$ cat config.mk
export PLATFORM = sky130hd
export DESIGN_NAME = wmcs_front
export DESIGN_NICKNAME = d
export VERILOG_FILES = /design/src/hw/rtl/wmcs_pkg.sv /design/src/hw/rtl/wmcs_front.sv
export SDC_FILE = /design/constraint.sdc
export NUM_CORES = 1
export LEC_CHECK = 0
export BUFFER_PORTS_ARGS = -buffer_cell sky130_fd_sc_hd__buf_2
export CORE_AREA = 3 3 69 71
export CTS_CLUSTER_SIZE = 12
export DETAILED_ROUTE_END_ITERATION = 8
export DIE_AREA = 0 0 72 74
export PLACE_DENSITY = 0.7
export REMOVE_ABC_BUFFERS = 1
export SLEW_MARGIN = 15
export SYNTH_ARGS = -nofsm -noshare
export SYNTH_HDL_FRONTEND = slang
export SYNTH_SLANG_ARGS = --single-unit
$ cat constraint.sdc
create_clock -name clk_i -period 1.85 [get_ports clk_i]
set_input_delay 0.37 -clock clk_i [delete_from_list [all_inputs] [get_ports clk_i]]
set_output_delay 0.37 -clock clk_i [all_outputs]
set_load 0.02 [all_outputs]
$ cat src/hw/rtl/wmcs_pkg.sv
// ----------------------------------------------------------------------------
// wmcs_pkg
// types, widths and codes shared by the weighted median cell split block
// ----------------------------------------------------------------------------
`timescale 1ns / 1ps

package wmcs_pkg;

  localparam int unsigned MaxCellsDef = 32;
  localparam int unsigned QueueDepth  = 2;

  localparam int unsigned IdxW  = 6;
  localparam int unsigned KeyW  = 24;
  localparam int unsigned AreaW = 32;
  localparam int unsigned SumW  = 38;
  localparam int unsigned RhW   = 16;
  localparam int unsigned ProdW = 64;
  localparam int unsigned MulAW = 38;
  localparam int unsigned MulBW = 24;
  localparam int unsigned DenW  = 38;

  localparam int unsigned CfgIdxW  = 3;
  localparam int unsigned CfgDataW = 24;

  localparam logic [CfgIdxW-1:0] RegCutAlongY = 3'd0;
  localparam logic [CfgIdxW-1:0] RegBoxLeft   = 3'd1;
  localparam logic [CfgIdxW-1:0] RegBoxRight  = 3'd2;
  localparam logic [CfgIdxW-1:0] RegBoxBottom = 3'd3;
  localparam logic [CfgIdxW-1:0] RegBoxTop    = 3'd4;
  localparam logic [CfgIdxW-1:0] RegRowHeight = 3'd5;

  typedef struct packed {
    logic [IdxW-1:0]  cell_index;
    logic [KeyW-1:0]  cell_x;
    logic [KeyW-1:0]  cell_y;
    logic [AreaW-1:0] footprint;
    logic             last_cell;
  } in_beat_t;

  typedef struct packed {
    logic [IdxW-1:0] sorted_cell_index;
    logic            goes_low;
    logic [KeyW-1:0] space_cut_line;
    logic [KeyW-1:0] cell_cut_coord;
    logic [SumW-1:0] area_below;
    logic [SumW-1:0] area_above;
    logic            last_result;
  } out_beat_t;

  // queued command: the beat plus whether the store still has room
  typedef struct packed {
    in_beat_t beat;
    logic     keep;
  } cmd_t;

  typedef struct packed {
    logic            cut_along_y;
    logic [KeyW-1:0] box_left;
    logic [KeyW-1:0] box_right;
    logic [KeyW-1:0] box_bottom;
    logic [KeyW-1:0] box_top;
    logic [RhW-1:0]  row_height;
  } cfg_t;

  typedef struct packed {
    logic [IdxW-1:0]  idx;
    logic [KeyW-1:0]  x;
    logic [KeyW-1:0]  y;
    logic [AreaW-1:0] area;
  } entry_t;

  typedef enum logic {
    ArithMul,
    ArithDiv
  } arith_op_e;

  typedef struct packed {
    logic             start;
    arith_op_e        op;
    logic [ProdW-1:0] opa;
    logic [DenW-1:0]  opb;
  } arith_req_t;

  typedef struct packed {
    logic             done;
    logic [ProdW-1:0] result;
  } arith_rsp_t;

endpackage

$ cat src/hw/rtl/wmcs_front.sv
// ----------------------------------------------------------------------------
// wmcs_front
// takes input beats and marks whether each still fits in the cell store
// ----------------------------------------------------------------------------
`timescale 1ns / 1ps

module wmcs_front import wmcs_pkg::*; #(
  parameter int unsigned MAX_CELLS = MaxCellsDef
) (
  input  logic     clk_i,
  input  logic     rst_ni,
  input  logic     in_valid_i,
  input  in_beat_t in_data_i,
  output logic     in_stall_o,
  input  logic     q_full_i,
  output logic     q_push_o,
  output cmd_t     q_data_o
);

  localparam int unsigned CntW = $clog2(MAX_CELLS + 1);

  logic [CntW-1:0] fill_q;

  assign in_stall_o     = q_full_i;
  assign q_push_o       = in_valid_i && !q_full_i;
  assign q_data_o.beat  = in_data_i;
  assign q_data_o.keep  = (fill_q < CntW'(MAX_CELLS));

  always_ff @(posedge clk_i or negedge rst_ni) begin
    if (!rst_ni) begin
      fill_q <= '0;
    end else if (q_push_o) begin
      if (in_data_i.last_cell) begin
        fill_q <= '0;
      end else if (q_data_o.keep) begin
        fill_q <= fill_q + 1'b1;
      end
    end
  end

endmodule

==> results <==
- The flow ran to the end, and the final reports show no timing, DRC or antenna violations.
- The clock reaches the later pin of the worst-skew pair after 0.22 ns.
- The top cell type's share of synthesized area is 65.1%.
- The total of buffers placed on input and output ports is 8.
- During synthesis, Yosys emitted a total of 0 warnings.
- Ranked by flip-flop count, first place goes to fill_q.
- The critical path data arrival time is 0.92 ns.
- The final layout contains 138 nets.
- Sequential elements use 14.8% of the synthesized area.
- The maximum level of the CTS H-tree is 1.
- By area the synthesized netlist is led by buf_4 (65%), dfrtp_1 (15%), a221o_1 (2.0%), nor2b_1 (1.8%), nand4b_1 (1.7%).
- The origin of the worst setup path is q_full_i.
- The global placer's final weighted congestion is 1.04.
- The count of nets left with antenna violations once routing finished came out at 0.
- The first global-routing pass estimated 9780 um of wire.
- In this run the clock root is driven by a clkbuf_8.
- Across the routed clock network, the largest skew measured is 0.000226 ns.
- The worst setup path is of the input pin to output pin kind.
- The post-route netlist has 27.3% of its cells at a drive strength greater than 1.
- The routed wirelength normalized by instance count is 91.5 um.
- The starting utilization of the core area is 23.6%.
- The number of optimization iterations in the first detailed-route pass is 4.
- Setup violations remaining at the end of the flow were counted as 0.
- The startpoint of the lowest-slack register-to-register path is fill_q[0].
- The endpoint required time on the critical path is 1.48 ns.
- The floorplan step defined a die boundary enclosing 5330 um2.
- The fraction of the cycle the final worst path needs is 69.6%.
- Summing all flip-flop and latch instances after layout gives 150 um2.
- The final layout contains routed wiring with a total length of 8790 um.
- The total clock sinks is 6.
- After detailed routing, the number of remaining DRC violations is 0.
- The worst-path cell with the longest stage delay is nand2b_4.
- The ratio of routed vias to standard cells is 5.67.
- The sum of overflow across all layers after global routing is 0.
- The fmax is 776 MHz.
- In this run the deepest clock path goes through 2 buffers.
- The flip-flop count of the largest register, all copies and words added is 6.
- The mapped netlist covers 1010 um2.
- The cell occurring most often along the worst timing path is buf_2.
- Traced cell by cell, the critical path runs through buf_2 -> nand2b_4 -> inv_1 -> buf_2.
- In the layout the commonest cells are buf_2 (8), dfrtp_1 (6), nor2b_1 (3), clkbuf_8 (3).
- The area growth from synthesis to layout is -51.3%.
- TritonCTS built the clock tree.
- The time the final worst path needs with I/O delays and setup is 1.29 ns.
- 0 antenna diodes ended up in the layout.
- The flop and latch count out of synthesis is 6.
- The initial antenna violation count was 0.
- The height of the chip is 74 um.
- Setup repair after global routing left no endpoint under its margin.
- The delay of the slowest cell on the worst path is 0.17 ns.
- The max-slew violation count is 0.
- The cell area after placement is 443 um2.
- The library cell used most frequently in the layout, excluding fill and tap cells, is buf_2.
- In the final layout, the multi-input gates occupy 180 um2.
- buf_4 takes more of the synthesized area than any other cell.
- The number of buffers and inverters on the critical path is 3.
- Max-cap violations in this run came to 0.
- The number of top-level pins is 181.
- The hold violation count in the final report is 0.
- The largest vdd supply drop is 0.393 mV.
- The die is 72 um wide.
- The synthesized netlist contains 21 unique library cells.
- Counting the buffers created by CTS gives 3.
- The core area is 4290 um2.
- The kind of cell adding the most delay to the critical path is buffers and inverters.
- The worst setup path is captured at an output pin.
- The number of fill cells is 490.
- The mean instance size in the synthesized netlist is 8.32 um2.
- Entering global routing, the biggest net connects 11 pins.
- The detailed router finished its first iteration with 35 violations.
- Of all nets on the critical path, the largest fanout is 9.
- Summing all non-filler instances in the final layout gives an area of 494 um2.
- The number of global-route vias before repair is 476.
- The transition time at the pin with the least slew margin is 0.264 ns.
- Synthesis handed over a netlist of 122 instances.
- Post-CTS timing repair inserted 0 buffers for setup.
- After clock tree synthesis, the clock-pin slew on the worst setup and hold paths is 0.04 ns.
- Measured against its own limit, the worst slew margin works out to 82.2%.
- In the final timing run, aggregate negative setup slack is 0 ns.
- For this design the static power due to leakage is 0.195 nW.
- Dividing total power by cell area gives a power density of 973 nW/um2.
- Across all layers, the routed design uses 544 vias.
- The kind of start point of the critical path is an input pin.
- The worst hold path begins at in_data_i[0].
- The global-route usage over all layers is 32.2%.
- The largest registers in the layout are fill_q: 6 flops.
- In this run the core area contains 24 standard-cell rows.
- The worst hold path class is input pin to register.
## worst paths after layout
path | to | slack (ns) | depth (start not counted)
setup / recovery | q_push_o | 0.56 | 4
hold / removal | fill_q[5] | 0.46 | 2
setup reg to reg | fill_q[4] | 0.66 | 4
hold reg to reg | fill_q[1] | 0.55 | 2
max in group asynchronous | fill_q[3] | 1.20 | 2
min in group asynchronous | fill_q[0] | 0.50 | 2
## per-stage QoR
step	hold WS [ns]	power [W]	setup slack, ns	util [%]	std cells
global placement	0.207	0.000281	0.577	10.3	92
global route	0.471	0.000514	0.505	11.5	96
detailed placement	0.207	0.000283	0.563	10.3	92
floorplan	0.0744	0.000248	0.717	-	32
finish	0.459	0.000481	0.562	11.5	96
CTS	0.450	0.000489	0.560	11.5	96
## Yosys cell counts
cell type  instances
a21oi_1            1
a221o_1            2
a22oi_1            2
a41oi_1            1
and3_1             1
buf_4             88
buf_6              1
clkbuf_2           1
dfrtp_1            6
ha_1               1
inv_1              2
mux2i_1            1
nand2_1            2
nand2b_1           1
nand2b_4           1
nand4b_1           2
nor2b_1            3
nor3b_1            1
nor4_1             2
o21ai_0            2
o41ai_1            1
## kinds of logic (layout without fill, tap and decap cells)
family                     count (synthesis)  in the layout  synth area share, %
AOI/OAI and AO/OA                          9              9                 6.66
DFF                                        6              6                 14.8
muxes                                      1              1                0.986
adders and majority gates                  1              1                 1.23
and+or+nand+nor                           13             13                 8.88
buffers and inverters                     92             14                 67.4
## final cells by class
class | instances | area share (%)
clock buffer | 3 | 8.35
tap | 52 | 13.2
sequential | 6 | 30.4
inverter | 2 | 1.52
timing repair buffer | 9 | 10.1
multi-input combinational | 24 | 36.5
## routing by layer
metal	vias to the layer above	global-route usage, %	wire length (um)
li1	150	-	-
met2	169	61.5	4810
met1	191	5.62	560
met3	28	47.8	2700
met5	-	15.7	112
met4	6	19.6	603
## worst register-to-register path: stages, from the launching register on
cell and delay, ns:
dfrtp_1 0.41, ha_1 0.23, nand4b_1 0.12, nor4_1 0.06
a221o_1 0.25
## report_power, final
part	internal, W	switching, W
registers	0.000160	0.0000351
clock network	0.000140	0.0000591
logic	0.0000467	0.0000404
total	0.000346	0.000135
## timing repair
item | in CTS | in global routing
resized for setup | 0 | 0
hold buffers | 1 | 0
hold endpoints to repair | 6 | 0
(Power assumes the default switching activity.)
