File: src/hw/rtl/wmcs_pkg.sv
// ----------------------------------------------------------------------------
// wmcs_pkg
// types, widths and codes shared by the weighted median cell split block
// ----------------------------------------------------------------------------
`timescale 1ns / 1ps

package wmcs_pkg;

  localparam int unsigned MaxCellsDef = 32;
  localparam int unsigned QueueDepth  = 2;

  localparam int unsigned IdxW  = 6;
  localparam int unsigned KeyW  = 24;
  localparam int unsigned AreaW = 32;
  localparam int unsigned SumW  = 38;
  localparam int unsigned RhW   = 16;
  localparam int unsigned ProdW = 64;
  localparam int unsigned MulAW = 38;
  localparam int unsigned MulBW = 24;
  localparam int unsigned DenW  = 38;

  localparam int unsigned CfgIdxW  = 3;
  localparam int unsigned CfgDataW = 24;

  localparam logic [CfgIdxW-1:0] RegCutAlongY = 3'd0;
  localparam logic [CfgIdxW-1:0] RegBoxLeft   = 3'd1;
  localparam logic [CfgIdxW-1:0] RegBoxRight  = 3'd2;
  localparam logic [CfgIdxW-1:0] RegBoxBottom = 3'd3;
  localparam logic [CfgIdxW-1:0] RegBoxTop    = 3'd4;
  localparam logic [CfgIdxW-1:0] RegRowHeight = 3'd5;

  typedef struct packed {
    logic [IdxW-1:0]  cell_index;
    logic [KeyW-1:0]  cell_x;
    logic [KeyW-1:0]  cell_y;
    logic [AreaW-1:0] footprint;
    logic             last_cell;
  } in_beat_t;

  typedef struct packed {
    logic [IdxW-1:0] sorted_cell_index;
    logic            goes_low;
    logic [KeyW-1:0] space_cut_line;
    logic [KeyW-1:0] cell_cut_coord;
    logic [SumW-1:0] area_below;
    logic [SumW-1:0] area_above;
    logic            last_result;
  } out_beat_t;

  // queued command: the beat plus whether the store still has room
  typedef struct packed {
    in_beat_t beat;
    logic     keep;
  } cmd_t;

  typedef struct packed {
    logic            cut_along_y;
    logic [KeyW-1:0] box_left;
    logic [KeyW-1:0] box_right;
    logic [KeyW-1:0] box_bottom;
    logic [KeyW-1:0] box_top;
    logic [RhW-1:0]  row_height;
  } cfg_t;

  typedef struct packed {
    logic [IdxW-1:0]  idx;
    logic [KeyW-1:0]  x;
    logic [KeyW-1:0]  y;
    logic [AreaW-1:0] area;
  } entry_t;

  typedef enum logic {
    ArithMul,
    ArithDiv
  } arith_op_e;

  typedef struct packed {
    logic             start;
    arith_op_e        op;
    logic [ProdW-1:0] opa;
    logic [DenW-1:0]  opb;
  } arith_req_t;

  typedef struct packed {
    logic             done;
    logic [ProdW-1:0] result;
  } arith_rsp_t;

endpackage

File: src/hw/rtl/wmcs_fifo.sv
// ----------------------------------------------------------------------------
// wmcs_fifo
// short command queue between the front and the back
// ----------------------------------------------------------------------------
`timescale 1ns / 1ps

module wmcs_fifo import wmcs_pkg::*; (
  input  logic clk_i,
  input  logic rst_ni,
  input  logic push_i,
  input  cmd_t push_data_i,
  output logic full_o,
  input  logic pop_i,
  output logic pop_valid_o,
  output cmd_t pop_data_o
);

  localparam int unsigned PtrW = (QueueDepth > 1) ? $clog2(QueueDepth) : 1;
  localparam int unsigned CntW = $clog2(QueueDepth + 1);

  cmd_t            slot_q [QueueDepth];
  logic [PtrW-1:0] wr_ptr_q, rd_ptr_q;
  logic [CntW-1:0] cnt_q, cnt_d;

  assign full_o      = (cnt_q == CntW'(QueueDepth));
  assign pop_valid_o = (cnt_q != '0);
  assign pop_data_o  = slot_q[rd_ptr_q];

  always_comb begin
    cnt_d = cnt_q;
    if (push_i && !pop_i) begin
      cnt_d = cnt_q + 1'b1;
    end else if (pop_i && !push_i) begin
      cnt_d = cnt_q - 1'b1;
    end
  end

  always_ff @(posedge clk_i) begin
    if (push_i) begin
      slot_q[wr_ptr_q] <= push_data_i;
    end
  end

  always_ff @(posedge clk_i or negedge rst_ni) begin
    if (!rst_ni) begin
      wr_ptr_q <= '0;
      rd_ptr_q <= '0;
      cnt_q    <= '0;
    end else begin
      cnt_q <= cnt_d;
      if (push_i) begin
        wr_ptr_q <= (wr_ptr_q == PtrW'(QueueDepth - 1)) ? '0 : wr_ptr_q + 1'b1;
      end
      if (pop_i) begin
        rd_ptr_q <= (rd_ptr_q == PtrW'(QueueDepth - 1)) ? '0 : rd_ptr_q + 1'b1;
      end
    end
  end

endmodule

File: config.mk
export PLATFORM = sky130hd
export DESIGN_NAME = wmcs_fifo
export DESIGN_NICKNAME = d
export VERILOG_FILES = /design/src/hw/rtl/wmcs_pkg.sv /design/src/hw/rtl/wmcs_fifo.sv
export SDC_FILE = /design/constraint.sdc
export NUM_CORES = 1
export LEC_CHECK = 0
export BUFFER_PORTS_ARGS = -buffer_cell sky130_fd_sc_hd__buf_4
export CAP_MARGIN = 20
export CORE_MARGIN = 10
export CORE_UTILIZATION = 56
export DETAILED_ROUTE_END_ITERATION = 8
export PLACE_DENSITY = 0.85
export SLEW_MARGIN = 10
export SYNTH_ARGS = -nofsm -noshare
export SYNTH_HDL_FRONTEND = slang
export SYNTH_SLANG_ARGS = --single-unit
File: constraint.sdc
create_clock -name clk_i -period 9.3 [get_ports clk_i]
set_input_delay 0 -clock clk_i [delete_from_list [all_inputs] [get_ports clk_i]]
set_output_delay 0 -clock clk_i [all_outputs]
set_load 0.1 [all_outputs]
==> results of run 1 <==
-- area by class of cell --
type	instances	area (sq um)
Antenna cell	3	7.507
Clock buffer	24	491.7
Clock inverter	8	122.6
Fill cell	515	1815
Inverter	1	3.754
Multi-Input combinational cell	99	1124
Sequential cell	180	5389
Tap cell	143	178.9
Timing Repair Buffer	277	2335
-- synth_stat cells --
library cell | n | area share (%)
edfxtp_1 | 176 | 80
mux2_2 | 78 | 13
mux2_4 | 10 | 2.3
buf_2 | 7 | 0.53
dfrtp_1 | 4 | 1.5
xor2_1 | 4 | 0.53
buf_6 | 3 | 0.51
nor2b_1 | 2 | 0.19
and2_1 | 1 | 0.095
ha_1 | 1 | 0.19
inv_1 | 1 | 0.057
nor2_1 | 1 | 0.057
or2_2 | 1 | 0.095
xnor2_1 | 1 | 0.13
-- flip-flops by register name, indices dropped and copies added, names as in the netlist --
register and cells:
slot_q 176, cnt_q 2, rd_ptr_q 1, wr_ptr_q 1
-- worst max path at each step --
| stage | from | depth (start not counted) | to | slack, ns |
|---|---|---|---|---|
| floorplan | wr_ptr_q | 1 | slot_q[0][0] | 4.45 |
| finish | rd_ptr_q | 3 | pop_data_o[81] | 6.71 |
| global placement | wr_ptr_q | 2 | slot_q[0][82] | 6.89 |
| detailed placement | wr_ptr_q | 2 | slot_q[0][82] | 6.87 |
| global route | rd_ptr_q | 3 | pop_data_o[86] | 6.60 |
| CTS | rd_ptr_q | 3 | pop_data_o[86] | 6.68 |
-- stage by stage --
stage	setup slack, ns	hold slack (ns)
global route	6.597	0.2968
global placement	6.888	-0.2036
detailed placement	6.868	-0.2006
finish	6.706	0.2982
floorplan	4.453	-0.2956
CTS	6.677	0.2838
-- logic make-up after synthesis --
group         count (synthesis)  synth area share, %
xor+xnor                      5               0.6664
mux                          88                15.65
fa+ha+maj                     1               0.1904
simple gates                  5               0.4380
flops                       180                81.95
buf+inv                      11                1.104
-- per-layer routing --
metal	vias to the layer above	global-route usage, %	part of all wire, %
met1	1902	21.22	36
met5	-	0	0
li1	1718	-	-
met2	156	33.44	54
met3	22	6.948	8.6
met4	0	7.947	1.7
-- timing repair --
action	4_1_cts	5_1_grt
hold endpoints to repair	183	0
hold buffers	92	0
resized for setup	0	0
setup buffers	0	0
==> out/qor.csv, run 1 <==
stage,metric,value,unit
worst_setup_path,worst reg2reg path depth,2,
outcome,status,"complete, no violations",
floorplanning,Die Ht,128.3,um
sta,final slew viol count,0,
floorplanning,Die W,128.3,um
layout,final core occ,84.17,%
sta,Max Freq,385.6,MHz
floorplanning,# IOs,182,
synth,net count after synthesis,383,
global_route,grt total ovfl,0,
synth,Yosys Warn Count,0,
sta,final setup violation count,0,
floorplanning,initial core utilization,57.30,%
hold_path,Hold Path Origin,push_data_i[70],
route,"antenna viol nets, final",0,
global_route,pin count of the biggest net entering global routing,51,
worst_setup_path,worst endpoint data arrival time,2.59,ns
floorplanning,Site Rows,39,
worst_setup_path,Buf/Inv on CP,2,
sta,relative slew slack,52.68,%
layout,Layout Area Growth over Synthesis,46.88,%
worst_setup_path,"most used cell, CP",buf_4,
hold_path,Hold EP,slot_q[0][70],
global_route,total track usage,19.37,%
synth,"flops & latches, synth",180,
placement,placed standard-cell area,8089,sq um
worst_setup_path,Worst Path Max Fanout,50,
layout,layout cells sized above 1,51.95,%
synth,Avg Inst Size Synth,22.66,sq um
clocking,worst skew pair latency,0.43,ns
hold_path,hold path cells,2,
layout,most frequent cells in the layout,"buf_4 (183), edfxtp_1 (176), dlygate4sd3_1 (92)",
layout,Nets,669,
placement,Port-buffer cells,181,
worst_setup_path,R2R setup slack,7.51,ns
job,Max-Cap Viols,0,
layout,Non-Filler Instances,735,
worst_setup_path,worst reg2reg path startpoint,wr_ptr_q,
synth,synthesized instance count,290,
synth,post-synthesis cell area,6571,sq um
layout,cell area after layout,9652,sq um
clocking,Clock Root Buffer,clkbuf_16,
clocking,CTS tree,yes,
clocking,CTS H-tree depth,4,
worst_setup_path,Reg-to-Reg End,slot_q[0][30],
sta,Clock Skew,0.007615,ns
global_route,initial antenna violation count,2,
route,wire per inst,21.73,um
route,1st-iter DRT viols,302,
sta,RSZ-0062 raised after global routing,false,
route,Post-Route WL,15970,um
route,drt drc,0,
placement,Inst Count DP,607,
worst_setup_path,Worst Setup End Kind,output pin,
clocking,CTS max path bufs,2,
global_route,vias in the first global route,4294,
clocking,CTS Buf Count,17,
placement,HPWL after detailed placement,9146,um
floorplanning,DIE AREA,16470,sq um
sta,Worst Tran Pin Value,0.7098,ns
hold_path,worst hold-check path type,in -> reg,
worst_setup_path,cell family with most CP delay,buffers and inverters,
worst_setup_path,WS Path Type,reg -> out,
synth,"Distinct cells, synth",14,
worst_setup_path,worst-path cell chain,buf_4 > mux2_2 > buf_4,
clocking,clk sinks,180,
synth,post-synthesis sequential area ratio,81.95,%
sta,final hold vios,0,
placement,GP Congestion,0.7043,
worst_setup_path,startpoint types,register,
layout,"most common cell after layout, fill and taps aside",buf_4,
route,DR vias/cell,5.167,
global_route,first-pass GRT wire length,24120,um
worst_setup_path,crit-path max cell delay,0.78,ns
clocking,clock slew at reported path FFs,0.06,ns
worst_setup_path,CP required,9.30,ns
route,routed via count,3798,
sta,setup TNS,0,ns
floorplanning,Core Area,11470,sq um
sta,Final min period,2.594,ns
worst_setup_path,critical path's slowest cell,dfrtp_4,
sta,final cycle utilization of the critical path,27.89,%
route,DR pass1 iterations,4,
Power of run 1 is not shown: default switching activity piles up to over one toggle a cycle in this logic, so the estimate is an artifact.
==> inputs of run 2 (changes only) <==
--- a/config.mk
+++ b/config.mk
@@ -8,9 +8,9 @@
 export BUFFER_PORTS_ARGS = -buffer_cell sky130_fd_sc_hd__buf_4
 export CAP_MARGIN = 20
 export CORE_MARGIN = 10
-export CORE_UTILIZATION = 56
+export CORE_UTILIZATION = 52
 export DETAILED_ROUTE_END_ITERATION = 8
-export PLACE_DENSITY = 0.85
+export PLACE_DENSITY = 0.79
 export SLEW_MARGIN = 10
 export SYNTH_ARGS = -nofsm -noshare
 export SYNTH_HDL_FRONTEND = slang
==> constraint.sdc (replaced) <==
create_clock -name clk_i -period 2.5 [get_ports clk_i]
set_input_delay 0 -clock clk_i [delete_from_list [all_inputs] [get_ports clk_i]]
set_output_delay 0 -clock clk_i [all_outputs]
set_load 0.1 [all_outputs]
==> run 2 against run 1 <==
Utilization shrank 7.2 points. First-iteration DRC count is 36% lower. Die area rose by 6.5%. Clock-buffer cell count is 4 lower. Clock skew is 0.00061 ns lower. Worst setup slack worse by 6.4 ns. Worst hold slack gained 0.0017 ns. Sequential share of layout area is 0.13 points higher. Critical path type unchanged.
==> out/qor.csv, run 2 (synthesis gave the netlist of run 1 again) <==
stage,metric,value,unit,change
sta,Clock Skew,0.007000,ns,was 0.007615 ns
sta,setup TNS,0,ns,unchanged
sta,final cycle utilization of the critical path,89.41,%,
worst_setup_path,Worst Path Max Fanout,44,,was 50
worst_setup_path,WS Path Type,reg -> out,,unchanged
global_route,vias in the first global route,4259,,"was 4,294"
global_route,initial antenna violation count,0,,was 2
floorplanning,Site Rows,41,,was 39
layout,"most common cell after layout, fill and taps aside",buf_4,,unchanged
clocking,setup bufs post-CTS,0,,unchanged
floorplanning,initial core utilization,52.50,%,was 57.30%
sta,Max Freq,447.4,MHz,
sta,Worst Tran Pin Value,0.6894,ns,was 0.7098 ns
floorplanning,DIE AREA,17530,sq um,"was 16,470 sq um"
layout,Nets,674,,was 669
job,Max-Cap Viols,0,,unchanged
clocking,CTS tree,yes,,unchanged
layout,max reg flops,176,,unchanged
layout,Ant. Diodes,0,,was 3
clocking,CTS max path bufs,2,,unchanged
worst_setup_path,CP required,2.50,ns,was 9.30 ns
layout,cell area after layout,9629,sq um,was 9652 sq um
sta,relative slew slack,54.04,%,was 52.68%
global_route,grt total ovfl,0,,unchanged
floorplanning,Die Ht,132.4,um,was 128.3 um
route,routed via count,3717,,"was 3,798"
layout,largest reg by FF count,slot_q,,unchanged
route,1st-iter DRT viols,193,,was 302
clocking,worst skew pair latency,0.42,ns,was 0.43 ns
route,wire per inst,19.64,um,was 21.73 um
hold_path,Hold Path Origin,push_data_i[75],,was push_data_i[70]
sta,final slew viol count,0,,unchanged
clocking,CTS H-tree depth,4,,unchanged
clocking,Clock Root Buffer,clkbuf_16,,unchanged
hold_path,worst hold-check path type,in -> reg,,unchanged
global_route,pin count of the biggest net entering global routing,45,,was 51
layout,Layout Area Growth over Synthesis,46.53,%,was 46.88%
worst_setup_path,startpoint types,register,,unchanged
outcome,status,"complete, no violations",,unchanged
route,DR pass1 iterations,4,,unchanged
placement,GP Congestion,0.7353,,was 0.7043
floorplanning,Die W,132.4,um,was 128.3 um
worst_setup_path,Worst Setup End Kind,output pin,,unchanged
floorplanning,# IOs,182,,unchanged
route,DR vias/cell,4.878,,was 5.167
layout,top flop regs,"slot_q (176), cnt_q (2)",,unchanged
placement,HPWL after detailed placement,9295,um,was 9146 um
floorplanning,Core Area,12520,sq um,"was 11,470 sq um"
placement,placed standard-cell area,8183,sq um,was 8089 sq um
worst_setup_path,worst reg2reg path startpoint,wr_ptr_q,,unchanged
sta,Final min period,2.235,ns,
layout,layout cells sized above 1,51.53,%,was 51.95%
route,drt drc,0,,unchanged
route,"antenna viol nets, final",0,,unchanged
sta,final setup violation count,0,,unchanged
route,Post-Route WL,14960,um,"was 15,970 um"
clocking,CTS Buf Count,17,,unchanged
clocking,clock slew at reported path FFs,0.06,ns,about the same
global_route,total track usage,17.19,%,was 19.37%
worst_setup_path,Worst Setup SP,rd_ptr_q,,unchanged
layout,most frequent cells in the layout,"buf_4 (188), edfxtp_1 (176), dlygate4sd3_1 (92)",,"was buf_4 (183), edfxtp_1 (176), dlygate4sd3_1 (92)"
sta,RSZ-0062 raised after global routing,false,,unchanged
worst_setup_path,worst endpoint data arrival time,2.24,ns,was 2.59 ns
global_route,first-pass GRT wire length,23320,um,"was 24,120 um"
placement,Port-buffer cells,181,,unchanged
sta,final hold vios,0,,unchanged
clocking,clk sinks,180,,unchanged
[run 2: cell types whose count changed in the layout (fill, tap and decap cells not counted), sizes merged]
cell / before / now
clkinv: 2 / 5
buf: 185 / 190
diode: 3 / 0
clkinvlp: 3 / 1
clkbuf: 24 / 20
bufinv: 3 / 2
[run 2: routing by layer]
metal / part of all wire, % / GRT usage [%] / vias up
met1: 39 / 18.64 / 1831
met3: 7.8 / 6.964 / 20
met5: 0 / 0 / -
met2: 52 / 29.48 / 141
met4: 1.5 / 6.724 / 0
li1: - / - / 1725
[run 2: worst max-delay path, stage by stage (launching register included)]
cell and delay, ns:
dfrtp_4 0.85, buf_4 0.31, mux2_2 0.37, buf_4 0.24
[run 2: cell type report]
| type | count | area, sq um |
|---|---|---|
| clock inverters | 8 | 88.84 |
| flip-flops and latches | 180 | 5389 |
| multi-input cells | 99 | 1124 |
| repair buffers | 282 | 2372 |
| clock buffers | 20 | 436.7 |
| well taps | 172 | 215.2 |
| fillers | 719 | 2888 |
| inverters | 1 | 3.754 |
[run 2: path summary, 6_finish.rpt]
kind / endpoint / slack (ns) / cells after the start
worst max-delay path: pop_data_o[36] / 0.26 / 3
worst min-delay path: slot_q[1][75] / 0.30 / 2
worst max register to register: slot_q[1][78] / 0.93 / 2
worst min register to register: cnt_q[1] / 0.48 / 1
max in group asynchronous: rd_ptr_q / 1.79 / 3
min in group asynchronous: cnt_q[1] / 0.51 / 3
[run 2: stage by stage]
| stage | utilization (%) | hold WS (ns) | setup slack, ns | std cells |
|---|---|---|---|---|
| floorplan | - | -0.2956 | 0.3473 | 290 |
| global placement | 65.37 | -0.1983 | 0.7186 | 642 |
| detailed placement | 65.37 | -0.1981 | 0.6882 | 642 |
| CTS | 76.93 | 0.2802 | 0.2433 | 762 |
| global route | 76.93 | 0.2999 | 0.1704 | 762 |
| finish | 76.93 | 0.2999 | 0.2649 | 762 |
[run 2: timing repair]
action	CTS	global route
hold endpoints to repair	183	0
hold buffers	92	0
resized for setup	0	0
Power of run 2 is left out for the same reason.
==> inputs of run 3 (changes only) <==
--- a/config.mk
+++ b/config.mk
@@ -8,9 +8,9 @@
 export BUFFER_PORTS_ARGS = -buffer_cell sky130_fd_sc_hd__buf_4
 export CAP_MARGIN = 20
 export CORE_MARGIN = 10
-export CORE_UTILIZATION = 52
+export CORE_UTILIZATION = 25
 export DETAILED_ROUTE_END_ITERATION = 8
-export PLACE_DENSITY = 0.79
+export GPL_TIMING_DRIVEN = 0
 export SLEW_MARGIN = 10
 export SYNTH_ARGS = -nofsm -noshare
 export SYNTH_HDL_FRONTEND = slang
==> constraint.sdc (replaced) <==
create_clock -name clk_i -period 2.5 [get_ports clk_i]
set_input_delay 0.25 -clock clk_i [delete_from_list [all_inputs] [get_ports clk_i]]
set_output_delay 0.25 -clock clk_i [all_outputs]
set_load 0.1 [all_outputs]
==> run 3 against run 2 <==
Clock-buffer cell count shrank 1. Die area grew 89%. Utilization shrank 39 points. Non-clock buffer count shrank 11.
==> out/qor.csv, run 3 (synthesis gave the netlist of run 1 again) <==
stage,metric,value,unit,change
outcome,status,"complete, no violations",,unchanged
worst_setup_path,R2R setup slack,0.66,ns,was 0.93 ns
layout,top flop regs,"slot_q (176), cnt_q (2)",,unchanged
clocking,clk sinks,180,,unchanged
route,metal3 WL,1111,um,was 1163 um
worst_setup_path,Worst Path Max Fanout,10,,was 44
sta,RSZ-0062 raised after global routing,false,,unchanged
global_route,initial antenna violation count,2,,was 0
worst_setup_path,CP required,2.25,ns,was 2.50 ns
clocking,CTS H-tree depth,4,,unchanged
clocking,worst skew pair latency,0.41,ns,was 0.42 ns
placement,GP Congestion,0.7127,,was 0.7353
sta,final cycle utilization of the critical path,85.40,%,was 89.41%
global_route,pin count of the biggest net entering global routing,46,,was 45
global_route,grt total ovfl,0,,unchanged
worst_setup_path,WS Path Type,reg -> out,,unchanged
layout,Layout Area Growth over Synthesis,49.26,%,was 46.53%
sta,final hold vios,0,,unchanged
worst_setup_path,worst endpoint data arrival time,1.89,ns,was 2.24 ns
worst_setup_path,Worst Setup End Kind,output pin,,unchanged
route,DR pass1 iterations,4,,unchanged
layout,most frequent cells in the layout,"buf_4 (181), edfxtp_1 (176), mux2_2 (78)",,"was buf_4 (188), edfxtp_1 (176), dlygate4sd3_1 (92)"
layout,max reg flops,176,,unchanged
floorplanning,Die Ht,182.1,um,was 132.4 um
floorplanning,initial core utilization,25.29,%,was 52.50%
placement,HPWL after detailed placement,10810,um,was 9295 um
route,"antenna viol nets, final",0,,unchanged
route,wire per inst,16.91,um,was 19.64 um
route,Post-Route WL,15540,um,"was 14,960 um"
clocking,clock slew at reported path FFs,0.07,ns,was 0.06 ns
floorplanning,# IOs,182,,unchanged
global_route,vias in the first global route,4026,,"was 4,259"
sta,Clock Skew,0.005188,ns,was 0.007000 ns
floorplanning,Site Rows,59,,was 41
global_route,first-pass GRT wire length,23180,um,"was 23,320 um"
sta,relative slew slack,51.75,%,was 54.04%
route,routed via count,3618,,"was 3,717"
layout,area of the multi-input gates,1124,sq um,unchanged
clocking,CTS Buf Count,17,,unchanged
placement,placed standard-cell area,8454,sq um,was 8183 sq um
floorplanning,DIE AREA,33170,sq um,"was 17,530 sq um"
sta,Final min period,2.135,ns,was 2.235 ns
placement,Port-buffer cells,181,,unchanged
layout,Nets,663,,was 674
worst_setup_path,startpoint types,register,,unchanged
layout,FILL cells,2381,,was 719
job,Max-Cap Viols,0,,unchanged
floorplanning,Core Area,25980,sq um,"was 12,520 sq um"
layout,largest reg by FF count,slot_q,,unchanged
global_route,total track usage,9.019,%,was 17.19%
hold_path,worst hold-check path type,in -> reg,,unchanged
layout,cell area after layout,9808,sq um,was 9629 sq um
route,DR vias/cell,3.937,,was 4.878
sta,Max Freq,468.4,MHz,was 447.4 MHz
route,1st-iter DRT viols,153,,was 193
sta,final slew viol count,0,,unchanged
clocking,Clock Root Buffer,clkbuf_16,,unchanged
clocking,CTS max path bufs,2,,unchanged
clocking,setup bufs post-CTS,0,,unchanged
clocking,CTS tree,yes,,unchanged
sta,final setup violation count,0,,unchanged
sta,Worst Tran Pin Value,0.7222,ns,was 0.6894 ns
layout,layout cells sized above 1,53.95,%,was 51.53%
floorplanning,Die W,182.1,um,was 132.4 um
route,drt drc,0,,unchanged
layout,"most common cell after layout, fill and taps aside",buf_4,,unchanged
route,Routed met1 length,6548,um,was 5813 um
route,max layer used,met4,,unchanged
layout,Storage cell area,5385,sq um,was 5389 sq um
route,wire length on met2,7777,um,was 7758 um
[run 3: worst paths after layout]
| kind | from | endpoint | depth (start not counted) |
|---|---|---|---|
| setup / recovery | rd_ptr_q | pop_data_o[12] | 4 |
| hold / removal | push_data_i[34] | slot_q[0][34] | 1 |
| setup reg to reg | wr_ptr_q | slot_q[0][56] | 3 |
| hold reg to reg | cnt_q[1] | cnt_q[1] | 1 |
| max in group asynchronous | rst_ni | rd_ptr_q | 2 |
| min in group asynchronous | rst_ni | cnt_q[1] | 2 |
[run 3: final cells by class]
class,instances,area share [%]
Inverter,1,0.03827
Buffer,10,0.7016
Clock buffer,19,4.414
Multi-Input combinational cell,99,11.46
Tap cell,335,4.274
Clock inverter,12,1.582
Timing Repair Buffer,261,22.58
Sequential cell,180,54.90
Antenna cell,2,0.05103
[run 3: worst max-delay path, cell delays in order, from the launching register on]
cell and delay [ns]:
dfrtp_1 0.35, buf_6 0.16, buf_2 0.33, mux2_2 0.39
buf_4 0.24
[run 3: repair_timing]
item / in CTS / in global routing
resized for setup: 0 / 0
hold buffers: 64 / 12
hold endpoints to repair: 119 / 20
[run 3: per-stage QoR]
stage               setup WS, ns  utilization (%)  setup TNS (ns)  cells  hold slack, ns
CTS                       0.2581            37.26               0    905      0.00004083
global route              0.2458            37.75               0    919       0.0009296
floorplan                 0.3473                -               0    290        -0.04559
finish                    0.3649            37.75               0    919         0.02652
global placement         -0.4106            32.16          -42.41    806         0.04921
detailed placement        0.6058            32.54               0    810         0.05171
[run 3: routing by layer]
| metal | GRT usage [%] | up-vias |
|---|---|---|
| li1 | - | 1709 |
| met1 | 10.27 | 1791 |
| met2 | 15.03 | 113 |
| met3 | 4.115 | 5 |
| met4 | 2.343 | 0 |
| met5 | 0 | - |
Power of run 3 is left out for the same reason.
